$ cat src/hdl/grf_pkg.sv
// Shared constants and types for the Gaussian row filter.
package grf_pkg;

    localparam int GRF_MAX_RADIUS = 15;
    localparam int GRF_CHANNELS   = 4;
    localparam int GRF_CH_W       = 8;
    localparam int GRF_PX_W       = GRF_CHANNELS * GRF_CH_W;
    localparam int GRF_TAP_W      = 16;
    localparam int GRF_IDX_W      = 5;
    localparam int GRF_RADIUS_W   = 4;
    localparam int GRF_Q_SHIFT    = 8;
    localparam int GRF_CNT_W      = 5;

    localparam logic [GRF_CNT_W-1:0] GRF_CNT_MAX = 5'd31;

    localparam logic OPC_LOAD_TAP = 1'b0;
    localparam logic OPC_PIXEL    = 1'b1;

    typedef struct packed {
        logic fill;
        logic shift;
    } grf_win_ctrl_t;

endpackage

$ cat src/hdl/grf_cell.sv
// One pixel cell of the window chain.
module grf_cell
    import grf_pkg::*;
(
    input  logic                clk,
    input  grf_win_ctrl_t       ctrl,
    input  logic [GRF_PX_W-1:0] fill_px,
    input  logic [GRF_PX_W-1:0] prev_px,
    output logic [GRF_PX_W-1:0] px
);

    logic [GRF_PX_W-1:0] px_reg;

    always_ff @(posedge clk)
    begin
        if (ctrl.fill)
        begin
            px_reg <= fill_px;
        end
        else if (ctrl.shift)
        begin
            px_reg <= prev_px;
        end
    end

    assign px = px_reg;

endmodule

$ cat src/hdl/grf_mac.sv
// Multiply-accumulate lane for one channel with rounding and saturation.
module grf_mac
    import grf_pkg::*;
#(
    parameter int DEPTH = 2 * GRF_MAX_RADIUS + 1
)
(
    input  logic                        clk,
    input  logic                        en,
    input  logic                        first,
    input  logic signed [GRF_TAP_W-1:0] tap,
    input  logic [GRF_CH_W-1:0]         px,
    output logic [GRF_CH_W-1:0]         result
);

    localparam int PROD_W = GRF_TAP_W + GRF_CH_W + 1;
    localparam int ACC_W  = GRF_TAP_W + GRF_CH_W + $clog2(DEPTH);
    localparam int Q_W    = ACC_W + 1 - GRF_Q_SHIFT;

    logic signed [PROD_W-1:0] prod;
    logic [ACC_W-1:0]         prod_ext;
    logic [ACC_W-1:0]         acc_reg;
    logic [ACC_W-1:0]         acc_next;
    logic [ACC_W:0]           rnd;
    logic [Q_W-1:0]           q;

    assign prod     = tap * $signed({1'b0, px});
    assign prod_ext = {{(ACC_W - PROD_W){prod[PROD_W-1]}}, prod};

    always_comb
    begin
        if (first)
        begin
            acc_next = prod_ext;
        end
        else
        begin
            acc_next = acc_reg + prod_ext;
        end
    end

    always_ff @(posedge clk)
    begin
        if (en)
        begin
            acc_reg <= acc_next;
        end
    end

    // The bias makes the arithmetic shift round to nearest.
    assign rnd = {acc_reg[ACC_W-1], acc_reg}
               + (ACC_W + 1)'(1 << (GRF_Q_SHIFT - 1));
    assign q   = rnd[ACC_W:GRF_Q_SHIFT];

    always_comb
    begin
        if (q[Q_W-1])
        begin
            result = '0;
        end
        else if (|q[Q_W-2:GRF_CH_W])
        begin
            result = '1;
        end
        else
        begin
            result = q[GRF_CH_W-1:0];
        end
    end

endmodule

$ cat src/hdl/gaussian_row_filter_rgba.sv
// Top level of the horizontal Gaussian row filter over RGBA pixels.
// A pixel with a result runs a MAC pass over 2r+1 taps (r = radius), then the emit state.
// Input stalls during both; a tap load or a pixel without a result leaves the block idle.
// A row end then runs r more window shifts, each followed by a MAC pass and emit when a result is due.
// A stalled output register holds the block in its emit cycle until the register is free.
// Reset clears the taps, the radius, the pixel count and the output valid.
module gaussian_row_filter_rgba
    import grf_pkg::*;
#(
    parameter int MAX_RADIUS = GRF_MAX_RADIUS
)
(
    input  logic                        clk,
    input  logic                        rst_n,
    input  logic                        cfg_wen,
    input  logic [GRF_RADIUS_W-1:0]     cfg_wdata,
    input  logic                        in_valid,
    output logic                        in_stall,
    input  logic                        opcode,
    input  logic [GRF_IDX_W-1:0]        tap_index,
    input  logic signed [GRF_TAP_W-1:0] tap_value,
    input  logic [GRF_CH_W-1:0]         red_in,
    input  logic [GRF_CH_W-1:0]         green_in,
    input  logic [GRF_CH_W-1:0]         blue_in,
    input  logic [GRF_CH_W-1:0]         alpha_in,
    input  logic                        row_end,
    output logic                        out_valid,
    input  logic                        out_stall,
    output logic [GRF_CH_W-1:0]         red_out,
    output logic [GRF_CH_W-1:0]         green_out,
    output logic [GRF_CH_W-1:0]         blue_out,
    output logic [GRF_CH_W-1:0]         alpha_out,
    output logic                        row_done,
    output logic                        run_last
);

    localparam int DEPTH  = 2 * MAX_RADIUS + 1;
    localparam int WIN_AW = $clog2(DEPTH);
    localparam int CMP_W  = GRF_CNT_W + WIN_AW;

    typedef enum logic [1:0] {
        ST_IDLE,
        ST_SHIFT,
        ST_MAC,
        ST_EMIT
    } state_t;

    state_t                      state_reg, state_next;
    logic [GRF_RADIUS_W-1:0]     radius_reg;
    logic [GRF_CNT_W-1:0]        cnt_reg, cnt_next;
    logic                        fresh_reg, fresh_next;
    logic                        flush_reg, flush_next;
    logic [WIN_AW-1:0]           step_reg, step_next;
    logic [WIN_AW-1:0]           idx_reg, idx_next;
    logic signed [GRF_TAP_W-1:0] taps_reg [DEPTH];
    logic                        tap_we;
    logic                        out_valid_reg, out_valid_next;
    logic                        row_done_reg, row_done_next;
    logic                        run_last_reg, run_last_next;
    logic [GRF_PX_W-1:0]         out_px_reg;
    logic                        out_load;

    logic                        in_accept;
    logic                        out_free;
    logic [WIN_AW-1:0]           eff_r;
    logic [WIN_AW-1:0]           span;
    logic [WIN_AW-1:0]           rd_idx;
    logic [GRF_CNT_W-1:0]        cnt_inc;
    logic [WIN_AW-1:0]           step_inc;
    logic                        last_step;
    logic [GRF_PX_W-1:0]         pix_in;
    logic [GRF_PX_W-1:0]         shift_src;
    logic [GRF_PX_W-1:0]         win_px [DEPTH];
    logic [GRF_PX_W-1:0]         mac_px;
    logic [GRF_PX_W-1:0]         mac_res;
    grf_win_ctrl_t               win_ctrl;

    assign in_stall  = (state_reg != ST_IDLE);
    assign in_accept = in_valid && !in_stall;
    assign out_free  = !out_valid_reg || !out_stall;
    assign pix_in    = {alpha_in, blue_in, green_in, red_in};

    always_comb
    begin
        if (int'(radius_reg) > MAX_RADIUS)
        begin
            eff_r = WIN_AW'(MAX_RADIUS);
        end
        else
        begin
            eff_r = WIN_AW'(radius_reg);
        end
    end

    assign span      = eff_r << 1;
    assign rd_idx    = span - idx_reg;
    assign cnt_inc   = fresh_reg ? GRF_CNT_W'(1)
                     : ((cnt_reg == GRF_CNT_MAX) ? cnt_reg : cnt_reg + 1'b1);
    assign step_inc  = step_reg + 1'b1;
    assign last_step = (step_reg == eff_r);

    assign win_ctrl.fill  = in_accept && (opcode == OPC_PIXEL) && fresh_reg;
    assign win_ctrl.shift = (in_accept && (opcode == OPC_PIXEL) && !fresh_reg)
                          || (state_reg == ST_SHIFT);
    assign shift_src      = (state_reg == ST_SHIFT) ? win_px[0] : pix_in;

    genvar k;
    generate
        for (k = 0; k < DEPTH; k++)
        begin : g_cell
            grf_cell u_cell (
                .clk     (clk),
                .ctrl    (win_ctrl),
                .fill_px (pix_in),
                .prev_px ((k == 0) ? shift_src : win_px[(k == 0) ? 0 : k - 1]),
                .px      (win_px[k])
            );
        end
    endgenerate

    assign mac_px = win_px[rd_idx];

    genvar c;
    generate
        for (c = 0; c < GRF_CHANNELS; c++)
        begin : g_lane
            grf_mac #(
                .DEPTH (DEPTH)
            ) u_mac (
                .clk    (clk),
                .en     (state_reg == ST_MAC),
                .first  (idx_reg == '0),
                .tap    (taps_reg[idx_reg]),
                .px     (mac_px[c*GRF_CH_W +: GRF_CH_W]),
                .result (mac_res[c*GRF_CH_W +: GRF_CH_W])
            );
        end
    endgenerate

    always_comb
    begin
        state_next     = state_reg;
        cnt_next       = cnt_reg;
        fresh_next     = fresh_reg;
        flush_next     = flush_reg;
        step_next      = step_reg;
        idx_next       = idx_reg;
        tap_we         = 1'b0;
        out_load       = 1'b0;
        out_valid_next = out_valid_reg && out_stall;
        row_done_next  = row_done_reg;
        run_last_next  = run_last_reg;

        case (state_reg)
            ST_IDLE:
            begin
                if (in_accept)
                begin
                    if (opcode == OPC_LOAD_TAP)
                    begin
                        tap_we = (int'(tap_index) < DEPTH);
                    end
                    else
                    begin
                        cnt_next   = cnt_inc;
                        fresh_next = 1'b0;
                        flush_next = row_end;
                        step_next  = '0;
                        idx_next   = '0;
                        if (CMP_W'(cnt_inc) > CMP_W'(eff_r))
                        begin
                            state_next = ST_MAC;
                        end
                        else if (row_end)
                        begin
                            state_next = ST_SHIFT;
                        end
                    end
                end
            end
            ST_SHIFT:
            begin
                step_next = step_inc;
                idx_next  = '0;
                if ((CMP_W'(cnt_reg) + CMP_W'(step_inc)) > CMP_W'(eff_r))
                begin
                    state_next = ST_MAC;
                end
            end
            ST_MAC:
            begin
                if (idx_reg == span)
                begin
                    state_next = ST_EMIT;
                end
                else
                begin
                    idx_next = idx_reg + 1'b1;
                end
            end
            ST_EMIT:
            begin
                if (out_free)
                begin
                    out_load       = 1'b1;
                    out_valid_next = 1'b1;
                    row_done_next  = flush_reg && last_step;
                    run_last_next  = !flush_reg || last_step;
                    if (flush_reg && !last_step)
                    begin
                        state_next = ST_SHIFT;
                    end
                    else
                    begin
                        state_next = ST_IDLE;
                        if (flush_reg)
                        begin
                            cnt_next   = '0;
                            fresh_next = 1'b1;
                            flush_next = 1'b0;
                        end
                    end
                end
            end
            default:
            begin
                state_next = ST_IDLE;
            end
        endcase
    end

    always_ff @(posedge clk or negedge rst_n)
    begin
        if (!rst_n)
        begin
            state_reg     <= ST_IDLE;
            radius_reg    <= '0;
            cnt_reg       <= '0;
            fresh_reg     <= 1'b1;
            flush_reg     <= 1'b0;
            step_reg      <= '0;
            idx_reg       <= '0;
            out_valid_reg <= 1'b0;
            row_done_reg  <= 1'b0;
            run_last_reg  <= 1'b0;
            for (int i = 0; i < DEPTH; i++)
            begin
                taps_reg[i] <= '0;
            end
        end
        else
        begin
            state_reg     <= state_next;
            cnt_reg       <= cnt_next;
            fresh_reg     <= fresh_next;
            flush_reg     <= flush_next;
            step_reg      <= step_next;
            idx_reg       <= idx_next;
            out_valid_reg <= out_valid_next;
            row_done_reg  <= row_done_next;
            run_last_reg  <= run_last_next;
            if (cfg_wen)
            begin
                radius_reg <= cfg_wdata;
            end
            if (tap_we)
            begin
                taps_reg[WIN_AW'(tap_index)] <= tap_value;
            end
        end
    end

    always_ff @(posedge clk)
    begin
        if (out_load)
        begin
            out_px_reg <= mac_res;
        end
    end

    assign out_valid = out_valid_reg;
    assign row_done  = row_done_reg;
    assign run_last  = run_last_reg;
    assign red_out   = out_px_reg[0*GRF_CH_W +: GRF_CH_W];
    assign green_out = out_px_reg[1*GRF_CH_W +: GRF_CH_W];
    assign blue_out  = out_px_reg[2*GRF_CH_W +: GRF_CH_W];
    assign alpha_out = out_px_reg[3*GRF_CH_W +: GRF_CH_W];

endmodule

$ cat config.mk
export PLATFORM = sky130hd
export DESIGN_NAME = gaussian_row_filter_rgba
export DESIGN_NICKNAME = d
export VERILOG_FILES = /design/src/hdl/grf_pkg.sv /design/src/hdl/grf_cell.sv /design/src/hdl/grf_mac.sv /design/src/hdl/gaussian_row_filter_rgba.sv
export SDC_FILE = /design/constraint.sdc
export NUM_CORES = 2
export LEC_CHECK = 0
export BUFFER_PORTS_ARGS = -buffer_cell sky130_fd_sc_hd__buf_2
export CORE_UTILIZATION = 59
export DETAILED_ROUTE_END_ITERATION = 12
export PLACE_DENSITY_LB_ADDON = 0.3
export SYNTH_ARGS = -nofsm -noshare
export SYNTH_HDL_FRONTEND = slang
export SYNTH_SLANG_ARGS = --single-unit
export TNS_END_PERCENT = 1
$ cat constraint.sdc
create_clock -name clk -period 14.5 [get_ports clk]
set_input_delay 0.725 -clock clk [delete_from_list [all_inputs] [get_ports clk]]
set_output_delay 0.725 -clock clk [all_outputs]
set_load 0.02 [all_outputs]
# [Yosys cells after proc, flatten, opt, wreduce, memory -nomap -nowiden]
# Index checks and enable logic that the tools add are counted.
# Widths: inputs -> output; s select.
[word_totals] reg_bits=1662 word_cells=278
[op_classes] magnitude_cmp=7 muxes=120 n_reduce_logical=35 eq_ne=16 bitwise=3 n_mul=4 addsub=13
[op_table] cell="$mux 32" count=65
[op_table] cell="$bwmux 496" count=1
[op_table] cell="$bmux 32 s5" count=1
[op_table] cell="$add 29x9->30 const B" count=4
[op_table] cell="$add 29x29->29" count=4
[op_table] cell="$mux 29" count=4
[op_table] cell="$mul 16x9->25" count=4
[op_table] cell="$bmux 16 s5" count=1
[op_table] cell="$demux 16 s5" count=1
[op_table] cell="$reduce_or 13->1" count=4
[op_table] cell="$mux 5" count=10
[op_table] cell="$mux 16" count=3
[op_table] cell="$mux 8" count=4
[op_table] cell="$pmux 5 s2" count=2
[op_table] cell="$ge 6x6->1 const B" count=3
[op_table] cell="$not 5->6" count=3
[op_table] cell="$mux 1" count=17
[op_table] cell="$add 5x1->5 const B" count=3
[op_table] cell="$pmux 5 s3" count=1
[op_table] cell="$mux 2" count=7
[op_table] cell="$ne 2x2->1 const B" count=7
[op_table] cell="$reduce_and 6->1" count=2
[op_table] cell="$logic_and 1x1->1" count=8
[op_table] cell="$pmux 2 s4" count=1
[op_table] cell="24 further kinds" count=38

# [Longest topological paths before layout]
[depth] word_depth=8 mapped_depth=45 mapped_depth_nobuf=40

# [Modules after synthesis]
# From an unflattened synthesis, not the netlist that was laid out.
[unflattened] hier_cells=8112 area_unflattened_um2=111201.7
[modules_own_cells] mod="grf_cell" area_each_um2=1507.7 n_inst=31 cells_per_inst=69
[modules_own_cells] mod="gaussian_row_filter_rgba" area_each_um2=34001.4 n_inst=1 cells_per_inst=2409
[modules_own_cells] mod="grf_mac at g_lane[0].u_mac ..." area_each_um2=7593.5 n_inst=3 cells_per_inst=885
[modules_own_cells] mod="grf_mac at g_lane[3].u_mac" area_each_um2=7681.1 n_inst=1 cells_per_inst=909

# [Worst setup path before layout]
# Ideal clock, no wire load.
[synth_path] kind="input port to flip-flop" startpoint="input port opcode" endpoint="register g_cell[10].u_cell.px_reg[0], enable pin" path_slack_ns=1.209 arrival_ns=12.350 path_buffers=0 setup_time_ns=0.941 path_stages=2 cell_sequence="and3_1 or2_2"
[synth_between] elab_chain_len=4 elab_cells_between_ends=5 classes_between="5 x reduce/logical"
[synth_rtl] item="from (decl)" line_no="gaussian_row_filter_rgba.sv:19" text="input logic opcode,"
[synth_rtl] item="$logic_and 1x1->1 *" line_no="gaussian_row_filter_rgba.sv:102, gaussian_row_filter_rgba.sv:103"
[synth_rtl] item="$logic_and 1x1->1" line_no="gaussian_row_filter_rgba.sv:103" text="assign win_ctrl.shift = (in_accept && (opcode == OPC_PIXEL) && !fresh_reg)"
[synth_rtl] item="$logic_or 1x1->1" line_no="gaussian_row_filter_rgba.sv:104" text="|| (state_reg == ST_SHIFT);"
[synth_rtl] item="$reduce_bool 2->1 (no line) *"
[synth_rtl] item="to (signal assigned)" line_no="grf_cell.sv:18" text="px_reg <= fill_px;"
[synth_rtl] item="to (signal assigned)" line_no="grf_cell.sv:22" text="px_reg <= prev_px;"
[synth_rtl] item="to (decl)" line_no="grf_cell.sv:12" text="logic [GRF_PX_W-1:0] px_reg;"
# Every way passes the cells marked *; elsewhere a longest branch is shown, timed or not.
# A chain may end at the register's enable or synchronous reset.

# [Final worst setup path]
[layout_path] startpoint="register idx_reg[3]" endpoint="register g_lane[2].u_mac.acc_reg[28], data pin"
[layout_between] elab_chain_len=8 elab_cells_between_ends=13 classes_between="2 x add/sub; 1 x mul; 7 x mux; 2 x bitwise; 1 x reduce/logical"
[layout_rtl] item="from (decl)" line_no="gaussian_row_filter_rgba.sv:54" text="logic [WIN_AW-1:0] idx_reg, idx_next;"
[layout_rtl] item="from (signal assigned)" line_no="gaussian_row_filter_rgba.sv:258" text="idx_reg <= idx_next;"
[layout_rtl] item="$sub 5x5->5" line_no="gaussian_row_filter_rgba.sv:96" text="assign rd_idx = span - idx_reg;"
[layout_rtl] item="$not 5->6 (not written as such)" line_no="gaussian_row_filter_rgba.sv:121" text="assign mac_px = win_px[rd_idx];"
[layout_rtl] item="$bmux 32 s5" line_no="gaussian_row_filter_rgba.sv:121"
[layout_rtl] item="$mux 32 (not written as such) (2 in series)" line_no="gaussian_row_filter_rgba.sv:121"
[layout_rtl] item="$mul 16x9->25" line_no="grf_mac.sv:27" text="assign prod = tap * $signed({1'b0, px});"
[layout_rtl] item="$add 29x29->29" line_no="grf_mac.sv:38" text="acc_next = acc_reg + prod_ext;"
[layout_rtl] item="$mux 29 *" line_no="grf_mac.sv:32" text="if (first)"
[layout_rtl] item="via g_lane[2].u_mac.acc_next[28]" line_no="grf_mac.sv:23" text="logic [ACC_W-1:0] acc_next;"
[layout_rtl] item="to (signal assigned)" line_no="grf_mac.sv:46" text="acc_reg <= acc_next;"
[layout_rtl] item="to (decl)" line_no="grf_mac.sv:22" text="logic [ACC_W-1:0] acc_reg;"
# Mark *: on every way through the listed nets, which the timed path passes. The rest lies on a longest branch. The select of a mux whose other input is x is not followed.

==> out/summary.log <==
qor: status.status finished, final reports clean
qor: detailed_routing.first_pass_iters 6
qor: synthesis.post_syn_area 0.102 mm2
qor: die.die_h 417 um
qor: die.pin_count 100
qor: detailed_routing.drc 0
qor: critical_path.startpoint_type flop
qor: worst_hold_path.whs_endpoint g_cell[0].u_cell.px[4]
qor: clocking.cts_resized 0
qor: sta.timing.slew.headroom 7.84%
qor: synthesis.synth.ff_latch_count 1,662
qor: critical_path.critical_path.slowest_cell sky130_fd_sc_hd__mux2i_2
qor: place.dp.final_hpwl 143 mm
qor: clocking.post-cts-setup-buffers 0
qor: clocking.ctsRootBufferMaster sky130_fd_sc_hd__clkbuf_16
qor: final_layout.layout.area.seq 0.0473 mm2
qor: critical_path.cp-end-kind flop
qor: worst_hold_path.timing.hold.worst.start red_in[4]
qor: synthesis.synth_enable_flop_cells 1,140
qor: job.max_cap_viol_count 0
qor: place.place.port_buffers 99
qor: sta.hold_violations 0
qor: critical_path.setup.reg_to_reg.worst_slack 2.74 ns
qor: sta.worst_pin_slew 1.36 ns
qor: place.place_congestion 0.871
qor: final_layout.n_fill_cell 12,800
qor: die.floorplan.die_area 0.174 mm2
qor: critical_path.worst_r2r_startpoint idx_reg[3]
qor: sta.setup_slack 2.74 ns
qor: die.standard_cell_core_area 0.171 mm2
qor: final_layout.areaGrowthSynthToFinish 7.50%
qor: critical_path.worst-endpoint-arrival 12.32 ns
qor: grt.grt_antenna_before_repair 14
qor: die.initial_core_util 59.4%
qor: sta.clock_skews 0.0501 ns
qor: die.placementRows 152
qor: synthesis.synthArstFlopShare 31.4%
qor: sta.finalSetupViolations 0
qor: synthesis.count_of_distinct_cell_types_in_the_synthesized_netlist 90
qor: worst_hold_path.min_path_type in2reg
qor: clocking.tritoncts_num_sinks 1,662
qor: final_layout.multi_input_comb_area 0.0496 mm2
qor: final_layout.finalNetCount 9,642
qor: sta.finalCritPeriodShare 81.1%
qor: grt.grt_pass1_vias 67,100
qor: clocking.clkSlewWorstSetupHoldPaths 0.06 ns
qor: sta.fmax 0.0850 GHz
qor: detailed_routing.drt_iter0_markers 6,483
qor: grt.grt_use_total 26.3%
qor: sta.grt_setup_unrepaired no
qor: sta.period_minus_slack 11.76 ns
qor: detailed_routing.vias 66,200
qor: critical_path.crit_path_max_incr_delay 0.87 ns
qor: synthesis.top_cells_by_area_synth sky130_fd_sc_hd__edfxtp_1 (34%), sky130_fd_sc_hd__dfrtp_1 (13%), sky130_fd_sc_hd__mux4_2 (8.8%)
qor: synthesis.syn_avg_cell_area 11.4 um2
qor: grt.grt_pass1_wl 363 mm
qor: clocking.maximum_level_of_the_cts_h_tree 4
qor: synthesis.most_used_flip_flop_cell_after_synthesis sky130_fd_sc_hd__edfxtp_1
qor: detailed_routing.avgRoutedWirePerCell 20.0 um
qor: grt.grt_max_degree 195
qor: clocking.cts_buffers 171
qor: die.die_w 417 um
qor: detailed_routing.vias_per_cell 5.88
qor: synthesis.number_of_warnings_reported_in_the_yosys_synthesis_log 0
qor: synthesis.synth.net_count 9,796
qor: synthesis.synth.top_cell.area_share 33.6%
qor: critical_path.crit_start idx_reg[3]
qor: critical_path.worst_ep_required_time 15.06 ns
qor: critical_path.reg2reg_depth 34
qor: synthesis.synth_area_leader_cell sky130_fd_sc_hd__edfxtp_1
qor: detailed_routing.ant_nets 0
qor: worst_hold_path.hold_depth 1
qor: synthesis.portion_of_the_post_synthesis_area_used_by_sequential_elements 46.5%
qor: final_layout.largest_register_ff_count 992
qor: clocking.clkLatencyLatePin 0.85 ns
qor: sta.total_neg_setup_slack 0 ns
qor: critical_path.critPathKind reg2reg
qor: clocking.clk_path_buf_depth 3
qor: clocking.clock_tree_from_tritoncts built
qor: sta.timing.final.max_slew_violations 0
qor: place.pre_cts_slack 2.78 ns
qor: critical_path.crit_fanout 34
qor: critical_path.rr_endpoint g_lane[2].u_mac.acc_reg[28]
qor: detailed_routing.route.final.wire_length 226 mm
qor: final_layout.share_of_cells_above_drive_strength_1 17.6%
qor: sta.hold_ws 0.0846 ns
qor: grt.globalRouteOverflowTotal 0
qor: critical_path.critPathMostFrequentCell sky130_fd_sc_hd__fa_1
qor: synthesis.postSynthCellCount 8,965
[layer usage]
| metal | share of wire [%] | vias to the layer above | GRT usage [%] |
|---|---|---|---|
| met4 | 2.4 | 10 | 7.12 |
| met1 | 43 | 33400 | 37.0 |
| li1 | - | 30400 | - |
| met5 | 0.028 | - | 0 |
| met3 | 6.9 | 345 | 4.54 |
| met2 | 48 | 2020 | 42.3 |
[critical path, delay by kind of cell, from the launching register on]
family                     cells  cell delay, ns
and+or+nand+nor                5            1.01
buffers and inverters          6            2.10
adders and majority gates      7            3.29
xor gates and xnor gates       3            0.75
AOI/OAI and AO/OA             11            2.40
DFF                            1            0.33
muxes                          2            1.47
[kinds of logic (layout without fill, tap and decap cells)]
logic type,after synthesis,in the layout,share of synthesized area (%)
buf+inv,1199,1178,4.95
flops,1662,1662,46.5
simple gates,3266,3266,13.3
compound gates,785,785,4.73
xor+xnor,245,245,2.12
mux,1041,1041,16.0
other cells,0,5,0
fa+ha+maj,767,767,12.5
[stage by stage]
stage                     utilization [%]  area, um2  instances
after floorplan                         -     102000       8965
after global placement               60.5     104000      10900
after detailed placement             60.5     104000      10900
after CTS                            63.8     109000      11300
after global routing                 63.8     109000      11300
final                                63.8     109000      11300
[worst max path at each step]
| stage | to | slack [ns] | cells after the start |
|---|---|---|---|
| after floorplan | g_cell[10].u_cell.px[0] | 1.21 | 2 |
| after detailed placement | g_lane[2].u_mac.acc_reg[28] | 2.78 | 34 |
| final | g_lane[2].u_mac.acc_reg[28] | 2.74 | 34 |
| after global routing | g_lane[2].u_mac.acc_reg[28] | 2.13 | 34 |
| after CTS | g_lane[2].u_mac.acc_reg[28] | 2.76 | 34 |
| after global placement | g_lane[2].u_mac.acc_reg[28] | 3.04 | 33 |
[cells in the final DEF, fill, tap and decap left out, types with 268 or more instances in the layout]
cell / instances
sky130_fd_sc_hd__inv_1: 660
sky130_fd_sc_hd__dfrtp_1: 518
sky130_fd_sc_hd__a21oi_1: 268
sky130_fd_sc_hd__fa_1: 413
sky130_fd_sc_hd__edfxtp_1: 1140
sky130_fd_sc_hd__nor2_1: 395
sky130_fd_sc_hd__mux4_2: 397
sky130_fd_sc_hd__nand2_1: 2358
sky130_fd_sc_hd__ha_1: 352
sky130_fd_sc_hd__mux2_2: 519
[cell type report]
class                      instances  share of cell area [%]
timing repair buffer             207                    1.30
sequential                      1662                    43.2
antenna                            5                  0.0114
multi-input combinational       6104                    45.3
tap                             2310                    2.64
inverter                         665                    2.28
clock inverter                    73                   0.749
clock buffer                     233                    4.44
[cells in the mapped netlist, types with 33 or more instances]
| cell | instances |
|---|---|
| sky130_fd_sc_hd__nand2_1 | 2359 |
| sky130_fd_sc_hd__edfxtp_1 | 1140 |
| sky130_fd_sc_hd__inv_1 | 661 |
| sky130_fd_sc_hd__dfrtp_1 | 521 |
| sky130_fd_sc_hd__mux2_2 | 519 |
| sky130_fd_sc_hd__fa_1 | 414 |
| sky130_fd_sc_hd__mux4_2 | 397 |
| sky130_fd_sc_hd__nor2_1 | 397 |
| sky130_fd_sc_hd__clkbuf_1 | 363 |
| sky130_fd_sc_hd__ha_1 | 353 |
| sky130_fd_sc_hd__a21oi_1 | 268 |
| sky130_fd_sc_hd__o21ai_0 | 205 |
| sky130_fd_sc_hd__xnor2_1 | 155 |
| sky130_fd_sc_hd__a21o_1 | 101 |
| sky130_fd_sc_hd__mux2i_1 | 93 |
| sky130_fd_sc_hd__xor2_1 | 89 |
| sky130_fd_sc_hd__or2_2 | 77 |
| sky130_fd_sc_hd__nand3_1 | 74 |
| sky130_fd_sc_hd__nand2b_1 | 67 |
| sky130_fd_sc_hd__buf_2 | 63 |
| sky130_fd_sc_hd__and2_1 | 56 |
| sky130_fd_sc_hd__nor2_2 | 51 |
| sky130_fd_sc_hd__nor3_1 | 42 |
| sky130_fd_sc_hd__buf_4 | 41 |
| sky130_fd_sc_hd__buf_6 | 34 |
| sky130_fd_sc_hd__nand4_1 | 33 |
[what timing repair did]
| item | CTS | global route |
|---|---|---|
| setup endpoints to repair | 0 | 0 |
| endpoints found under the hold margin | 110 | 0 |
| hold buffers | 1 | 0 |
Power is not shown: default switching activity piles up to over one toggle a cycle in this logic, so the estimate is an artifact.
